===== src/rhsv_pkg.sv =====
// Shared types and constants for the RGB to HSV converter.
// No dependencies; used by the converter and the checker.
package rhsv_pkg;

    // Pixel request and result payloads
    typedef struct packed {
        logic [7:0] red_in;
        logic [7:0] green_in;
        logic [7:0] blue_in;
    } pixel_t;

    typedef struct packed {
        logic [8:0] hue_deg;
        logic [6:0] sat_pct;
        logic [6:0] val_pct;
    } hsv_t;

    // Dominant channel, red wins ties over green, green over blue
    typedef enum logic [1:0] {
        SEC_RED   = 2'd0,
        SEC_GREEN = 2'd1,
        SEC_BLUE  = 2'd2
    } sector_t;

    // Divider geometry: quotient bits (one per stage) and operand widths
    localparam int QW     = 9;
    localparam int HUE_NW = 18;
    localparam int PCT_NW = 16;
    localparam int DEN_W  = 9;

    // Scale factors
    localparam logic [17:0] HUE_K60  = 18'd60;
    localparam logic [17:0] HUE_K120 = 18'd120;
    localparam logic [17:0] HUE_K240 = 18'd240;
    localparam logic [17:0] HUE_K360 = 18'd360;
    localparam logic [15:0] PCT_K200 = 16'd200;  // twice 100, for half-up rounding

    // Value: floor((100*mx + 127) / 255) by reciprocal multiply, exact below 2**15
    localparam logic [14:0] VAL_K100  = 15'd100;
    localparam logic [14:0] VAL_HALF  = 15'd127;
    localparam logic [29:0] VAL_RECIP = 30'd32897;  // ceil(2**23 / 255)
    localparam int          VAL_SHIFT = 23;

endpackage


===== src/rgb_to_hsv_converter.sv =====
// Channel  | Dir | Handshake              | Payload
// pixel    | in  | pixel_valid/pixel_stall | rhsv_pkg::pixel_t (red, green, blue)
// hsv      | out | hsv_valid/hsv_stall     | rhsv_pkg::hsv_t (hue, sat, value)
//
// One request per clock while the output is not stalled; each result passes
// through two stages of range and numerator set-up, then nine stages of the
// bit-per-stage dividers (hue and saturation run side by side; the value is
// formed by a constant reciprocal multiply in the second set-up stage and
// rides alongside the dividers).
// Reset clears every stage valid bit; no results until fresh requests enter.
// A stall from the output holds only the full tail of the pipeline; empty
// stages ahead of it keep filling, so a bubble is squeezed out rather than
// kept.
// Depends on rhsv_pkg and rhsv_div.
module rgb_to_hsv_converter (
    input  logic             clk,
    input  logic             rst_n,
    input  logic             pixel_valid,
    output logic             pixel_stall,
    input  rhsv_pkg::pixel_t pixel,
    output logic             hsv_valid,
    input  logic             hsv_stall,
    output rhsv_pkg::hsv_t   hsv
);

    localparam int QW = rhsv_pkg::QW;
    localparam int NS = QW + 2;   // set-up stages plus divider stages

    // Stage valid bits and per-stage advance: a stage loads when it is empty
    // or the stage after it moves on.
    logic [NS-1:0] v_reg;
    logic [NS:0]   adv;

    assign adv[NS] = !hsv_stall;
    for (genvar i = 0; i < NS; i++) begin : g_adv
        assign adv[i] = !v_reg[i] || adv[i+1];
    end

    always_ff @(posedge clk or negedge rst_n)
    begin
        if (!rst_n)
        begin
            v_reg <= '0;
        end
        else
        begin
            if (adv[0])
            begin
                v_reg[0] <= pixel_valid;
            end
            for (int i = 1; i < NS; i++)
            begin
                if (adv[i])
                begin
                    v_reg[i] <= v_reg[i-1];
                end
            end
        end
    end

    assign pixel_stall = !adv[0];
    assign hsv_valid   = v_reg[NS-1];

    // Stage A: largest, smallest, range and dominant channel
    logic [7:0] r_reg, g_reg, b_reg, mx_reg, rng_reg;
    rhsv_pkg::sector_t sec_reg;

    logic [7:0] mx_next, mn_next;
    rhsv_pkg::sector_t sec_next;

    always_comb
    begin
        mx_next = pixel.red_in;
        mn_next = pixel.red_in;
        if (pixel.green_in > mx_next) mx_next = pixel.green_in;
        if (pixel.blue_in  > mx_next) mx_next = pixel.blue_in;
        if (pixel.green_in < mn_next) mn_next = pixel.green_in;
        if (pixel.blue_in  < mn_next) mn_next = pixel.blue_in;

        priority if (mx_next == pixel.red_in)
            sec_next = rhsv_pkg::SEC_RED;
        else if (mx_next == pixel.green_in)
            sec_next = rhsv_pkg::SEC_GREEN;
        else
            sec_next = rhsv_pkg::SEC_BLUE;
    end

    always_ff @(posedge clk)
    begin
        if (adv[0])
        begin
            r_reg   <= pixel.red_in;
            g_reg   <= pixel.green_in;
            b_reg   <= pixel.blue_in;
            mx_reg  <= mx_next;
            rng_reg <= mx_next - mn_next;
            sec_reg <= sec_next;
        end
    end

    // Stage B: dividend and divisor for hue and saturation, and the finished
    // value. Each dividend is 2*num + den over a divisor of 2*den, so the floor
    // quotient comes out rounded half up.
    // Hue sums are taken modulo 2**18; the true value always fits.
    logic [17:0] r18, g18, b18, rng18, hue_n, hue_num;
    logic [8:0]  hue_den;
    logic [15:0] sat_num;
    logic [8:0]  sat_den;
    logic [14:0] val_y;
    logic [29:0] val_prod;
    logic [6:0]  val_next;

    assign r18   = 18'(r_reg);
    assign g18   = 18'(g_reg);
    assign b18   = 18'(b_reg);
    assign rng18 = 18'(rng_reg);

    always_comb
    begin
        unique case (sec_reg)
            rhsv_pkg::SEC_RED:
            begin
                hue_n = rhsv_pkg::HUE_K60 * g18 - rhsv_pkg::HUE_K60 * b18;
                if (g_reg < b_reg)
                    hue_n = hue_n + rhsv_pkg::HUE_K360 * rng18;
            end
            rhsv_pkg::SEC_GREEN:
                hue_n = rhsv_pkg::HUE_K120 * rng18 + rhsv_pkg::HUE_K60 * b18
                      - rhsv_pkg::HUE_K60 * r18;
            rhsv_pkg::SEC_BLUE:
                hue_n = rhsv_pkg::HUE_K240 * rng18 + rhsv_pkg::HUE_K60 * r18
                      - rhsv_pkg::HUE_K60 * g18;
            default:
                hue_n = '0;
        endcase

        // Grey pixel: force 0 / 1 so the divider yields zero
        if (rng_reg == '0)
        begin
            hue_num = '0;
            hue_den = 9'd1;
        end
        else
        begin
            hue_num = {hue_n[16:0], 1'b0} + rng18;
            hue_den = {rng_reg, 1'b0};
        end

        // Black pixel: saturation is zero
        if (mx_reg == '0)
        begin
            sat_num = '0;
            sat_den = 9'd1;
        end
        else
        begin
            sat_num = rhsv_pkg::PCT_K200 * 16'(rng_reg) + 16'(mx_reg);
            sat_den = {mx_reg, 1'b0};
        end

        // Value: round half up of 100*mx/255, by multiplying with the
        // reciprocal of 255; the constants reduce to shifts and adds
        val_y    = rhsv_pkg::VAL_K100 * 15'(mx_reg) + rhsv_pkg::VAL_HALF;
        val_prod = 30'(val_y) * rhsv_pkg::VAL_RECIP;
        val_next = val_prod[rhsv_pkg::VAL_SHIFT +: 7];
    end

    logic [17:0] hue_num_reg;
    logic [8:0]  hue_den_reg, sat_den_reg;
    logic [15:0] sat_num_reg;

    always_ff @(posedge clk)
    begin
        if (adv[1])
        begin
            hue_num_reg <= hue_num;
            hue_den_reg <= hue_den;
            sat_num_reg <= sat_num;
            sat_den_reg <= sat_den;
        end
    end

    // Carry the value alongside the divider stages
    logic [6:0] val_pipe_reg [QW+1];

    always_ff @(posedge clk)
    begin
        if (adv[1])
        begin
            val_pipe_reg[0] <= val_next;
        end
        for (int k = 1; k <= QW; k++)
        begin
            if (adv[k+1])
            begin
                val_pipe_reg[k] <= val_pipe_reg[k-1];
            end
        end
    end

    // Dividers: nine stages each, advancing in step
    logic [QW-1:0] hue_q, sat_q;

    rhsv_div #(.NW(rhsv_pkg::HUE_NW), .DW(rhsv_pkg::DEN_W), .QW(QW)) u_hue_div (
        .clk (clk),
        .adv (adv[NS-1:2]),
        .num (hue_num_reg),
        .den (hue_den_reg),
        .quo (hue_q)
    );

    rhsv_div #(.NW(rhsv_pkg::PCT_NW), .DW(rhsv_pkg::DEN_W), .QW(QW)) u_sat_div (
        .clk (clk),
        .adv (adv[NS-1:2]),
        .num (sat_num_reg),
        .den (sat_den_reg),
        .quo (sat_q)
    );

    // Drop the unused upper quotient bits of the saturation
    assign hsv.hue_deg = hue_q;
    assign hsv.sat_pct = sat_q[6:0];
    assign hsv.val_pct = val_pipe_reg[QW];

endmodule


===== src/rhsv_div.sv =====
// Pipelined restoring divider, one quotient bit per register stage.
// Depends on nothing; the caller guarantees quotient < 2**QW and den != 0.
module rhsv_div #(
    parameter int NW = 18,
    parameter int DW = 9,
    parameter int QW = 9
) (
    input  logic          clk,
    input  logic [QW-1:0] adv,
    input  logic [NW-1:0] num,
    input  logic [DW-1:0] den,
    output logic [QW-1:0] quo
);

    localparam int CW = (NW > DW + QW) ? NW : DW + QW;

    logic [NW-1:0] rem_reg [QW];
    logic [DW-1:0] den_reg [QW];
    logic [QW-1:0] q_reg   [QW];

    for (genvar k = 0; k < QW; k++) begin : g_stage
        localparam int B = QW - 1 - k;

        logic [NW-1:0] rem_cur;
        logic [DW-1:0] den_cur;
        logic [QW-1:0] q_cur;
        logic [CW-1:0] rem_ext;
        logic [CW-1:0] den_sh;
        logic [NW-1:0] rem_next;
        logic [QW-1:0] q_next;

        if (k == 0) begin : g_first
            assign rem_cur = num;
            assign den_cur = den;
            assign q_cur   = '0;
        end
        else begin : g_rest
            assign rem_cur = rem_reg[k-1];
            assign den_cur = den_reg[k-1];
            assign q_cur   = q_reg[k-1];
        end

        assign rem_ext = CW'(rem_cur);
        assign den_sh  = CW'(den_cur) << B;

        always_comb
        begin
            if (rem_ext >= den_sh)
            begin
                rem_next = NW'(rem_ext - den_sh);
                q_next   = q_cur | (QW'(1) << B);
            end
            else
            begin
                rem_next = rem_cur;
                q_next   = q_cur;
            end
        end

        always_ff @(posedge clk)
        begin
            if (adv[k])
            begin
                rem_reg[k] <= rem_next;
                den_reg[k] <= den_cur;
                q_reg[k]   <= q_next;
            end
        end
    end

    assign quo = q_reg[QW-1];

endmodule


===== config.mk =====
export PLATFORM = sky130hd
export DESIGN_NAME = rgb_to_hsv_converter
export DESIGN_NICKNAME = d
export VERILOG_FILES = /design/src/rhsv_pkg.sv /design/src/rgb_to_hsv_converter.sv /design/src/rhsv_div.sv
export SDC_FILE = /design/constraint.sdc
export NUM_CORES = 1
export LEC_CHECK = 0
export ABC_AREA = 1
export BUFFER_PORTS_ARGS = -buffer_cell sky130_fd_sc_hd__buf_2
export CAP_MARGIN = 10
export CORE_ASPECT_RATIO = 1.75
export CORE_UTILIZATION = 43
export DETAILED_ROUTE_END_ITERATION = 6
export GPL_TIMING_DRIVEN = 0
export PLACE_DENSITY_LB_ADDON = 0.15
export REMOVE_ABC_BUFFERS = 1
export SLEW_MARGIN = 10
export SYNTH_ARGS = -nofsm -noshare
export SYNTH_HDL_FRONTEND = slang
export SYNTH_HIERARCHICAL = 1
export SYNTH_SLANG_ARGS = --single-unit

===== constraint.sdc =====
create_clock -name clk -period 29.5 [get_ports clk]
set_input_delay 5.9 -clock clk [delete_from_list [all_inputs] [get_ports clk]]
set_output_delay 5.9 -clock clk [all_outputs]
set_load 0.01 [all_outputs]

==> flow_metrics.tcl <==
set metrics [dict create \
    status "completed" \
    portBuffers 52 \
    post-cts-setup-buffer-count 0 \
    clk_path_buf_depth 3 \
    worstPathArrival_ns 13.08 \
    hold_viol 0 \
    cts_made_buffers 69 \
    final_cells 6897 \
    setup.worst_path.class "input pin to output port" \
    r2r_slack_ns 21.15 \
    crit_path_frequent_cell "nor2_2" \
    area_delta_synth_final_pct 8.954 \
    register_area_um2 19700 \
    dpl.hpwl_mm 90.64 \
    die_w_um 250.8 \
    clkSlewWorstSetupHoldPaths_ns 0.06 \
    drc_errors 0 \
    grt_max_degree 70 \
    slew_headroom 0.3253 \
    whs_ns 0.4131 \
    crit_path_start_kind "input pin" \
    gp_congestion 0.9031 \
    worst_pin_slew_ns 1.005 \
    ctsRootBufferMaster "clkbuf_16" \
    cp_num_cells 24 \
    end_kind "output port" \
    dr.pass1.iters 5 \
    cpPeakStageDelay_ns 0.72 \
    grt_use_total 0.2000 \
    rr_startpoint "v_reg[10]$_DFFE_PN0P_" \
    finalSetupViolCount 0 \
    core_area_um2 107400 \
    multi_input_area_um2 22940 \
    cts_tree "built" \
    avgSynthCellArea_um2 8.677 \
    grt_pass1_vias 35389 \
    die_area_um2 109700 \
    r2r_end "mx_reg[4]$_DFFE_PN_" \
    crit_chain "buf_2 -> nand2_2 -> nor2_2 -> inv_4 -> nor2_2 -> inv_4 -> buf_12 -> nor2_1 -> inv_4 -> buf_12 -> nor2_2 -> inv_4 -> nor2_1 -> inv_4 -> nor2_2 -> inv_4 -> nor2_1 -> clkinv_2 -> nor2_2 -> clkinv_2 -> nor2_2 -> inv_2 -> nor2_2 -> buf_2" \
    ant_nets 0 \
    postCtsResizedCells 0 \
    largest_reg_flops 144 \
    worstHoldStart "val_pipe_reg[3][1]$_DFFE_PP_" \
    timing.critical_path.buf_inv 13 \
    layout_common_cells "1494 x nand2_1, 960 x inv_1, 647 x edfxtp_1" \
    period_needed_ns 18.98 \
    final_cell_area_um2 50760 \
    wl_per_cell_um 15.64 \
    ioPinCount 53 \
    netlist_instances 5369 \
    drive_above_1_share 0.07198 \
    crit_start "hsv_stall" \
    crit_path_top_delay_cell "clkinv_2" \
    rsz0062_at_grt "false" \
    vias 34231 \
    antenna-diode-count 0 \
    cts_num_sinks 658 \
    start_util 0.4337 \
    hold_buffers 0 \
    hp-class "flop to flop" \
    drtIter0Drc 1277 \
    reg2regPathDepth 23 \
    cp-endpoint "pixel_stall" \
    final_common_cell "nand2_1" \
    htree_levels 3 \
    clk_latency_ns 0.64 \
    yosysWarningCount 6 \
    cp.required_ns 23.60 \
    fin_worst_skew_ns 0.01917 \
    nets 6075 \
    fin_setup_tns_ns 0 \
    cp_top_family "buffers and inverters" \
    clock.fmax_mhz 52.70 \
    fp.dieH_um 437.4 \
    viasPerCell 4.963 \
    slew_violations 0 \
    maxCapViolCount 0 \
    placed_cell_area_um2 48430 \
    drt-total-wl_mm 107.8 \
    antenna_found_initial 0 \
    rows 159 \
    dpl.cell_count 6769 \
    mappedNetlistArea_um2 46590 \
    nFillCells 10438 \
    crit_fanout 69 \
    grt_overflow 0 \
    finalCritPeriodShare 0.6432 \
    grt_pass1_wl_mm 171.4 \
]
-- worst min-delay path by stage --
stage | depth (start not counted) | end | slack [ns]
3_3_place_gp | 0 | u_hue_div/q_reg[0][73]$_DFFE_PP_ | 0.40
2_1_floorplan | 0 | u_hue_div/q_reg[0][17]$_DFFE_PP_ | 0.40
3_5_place_dp | 0 | u_hue_div/q_reg[0][25]$_DFFE_PP_ | 0.40
5_1_grt | 0 | val_pipe_reg[4][0]$_DFFE_PP_ | 0.41
6_report | 0 | val_pipe_reg[4][1]$_DFFE_PP_ | 0.41
4_1_cts | 0 | val_pipe_reg[4][4]$_DFFE_PP_ | 0.40
-- cell type report --
cell class,count,share of cell area
multi-input cells,3693,0.4518
flip-flops and latches,658,0.3882
inverters,994,0.07385
clock buffers,86,0.03670
well taps,1368,0.03372
clock inverters,41,0.008849
repair buffers,57,0.006853
-- stage by stage --
step	utilization	setup slack, ns
3_5_place_dp	0.4508	9.229
2_1_floorplan	-	8.902
3_3_place_gp	0.4500	5.338
5_1_grt	0.4725	9.519
6_report	0.4725	10.52
4_1_cts	0.4723	9.210
-- layer usage --
metal	global-route usage	part of all wire	vias up
met4	0.1445	0.077	0
li1	-	-	17614
met2	0.4372	0.60	559
met3	0.02288	0.023	334
met1	0.1498	0.30	15724
met5	0	0	-
Power is not shown: default switching activity piles up to over one toggle a cycle in this logic, so the estimate is an artifact.
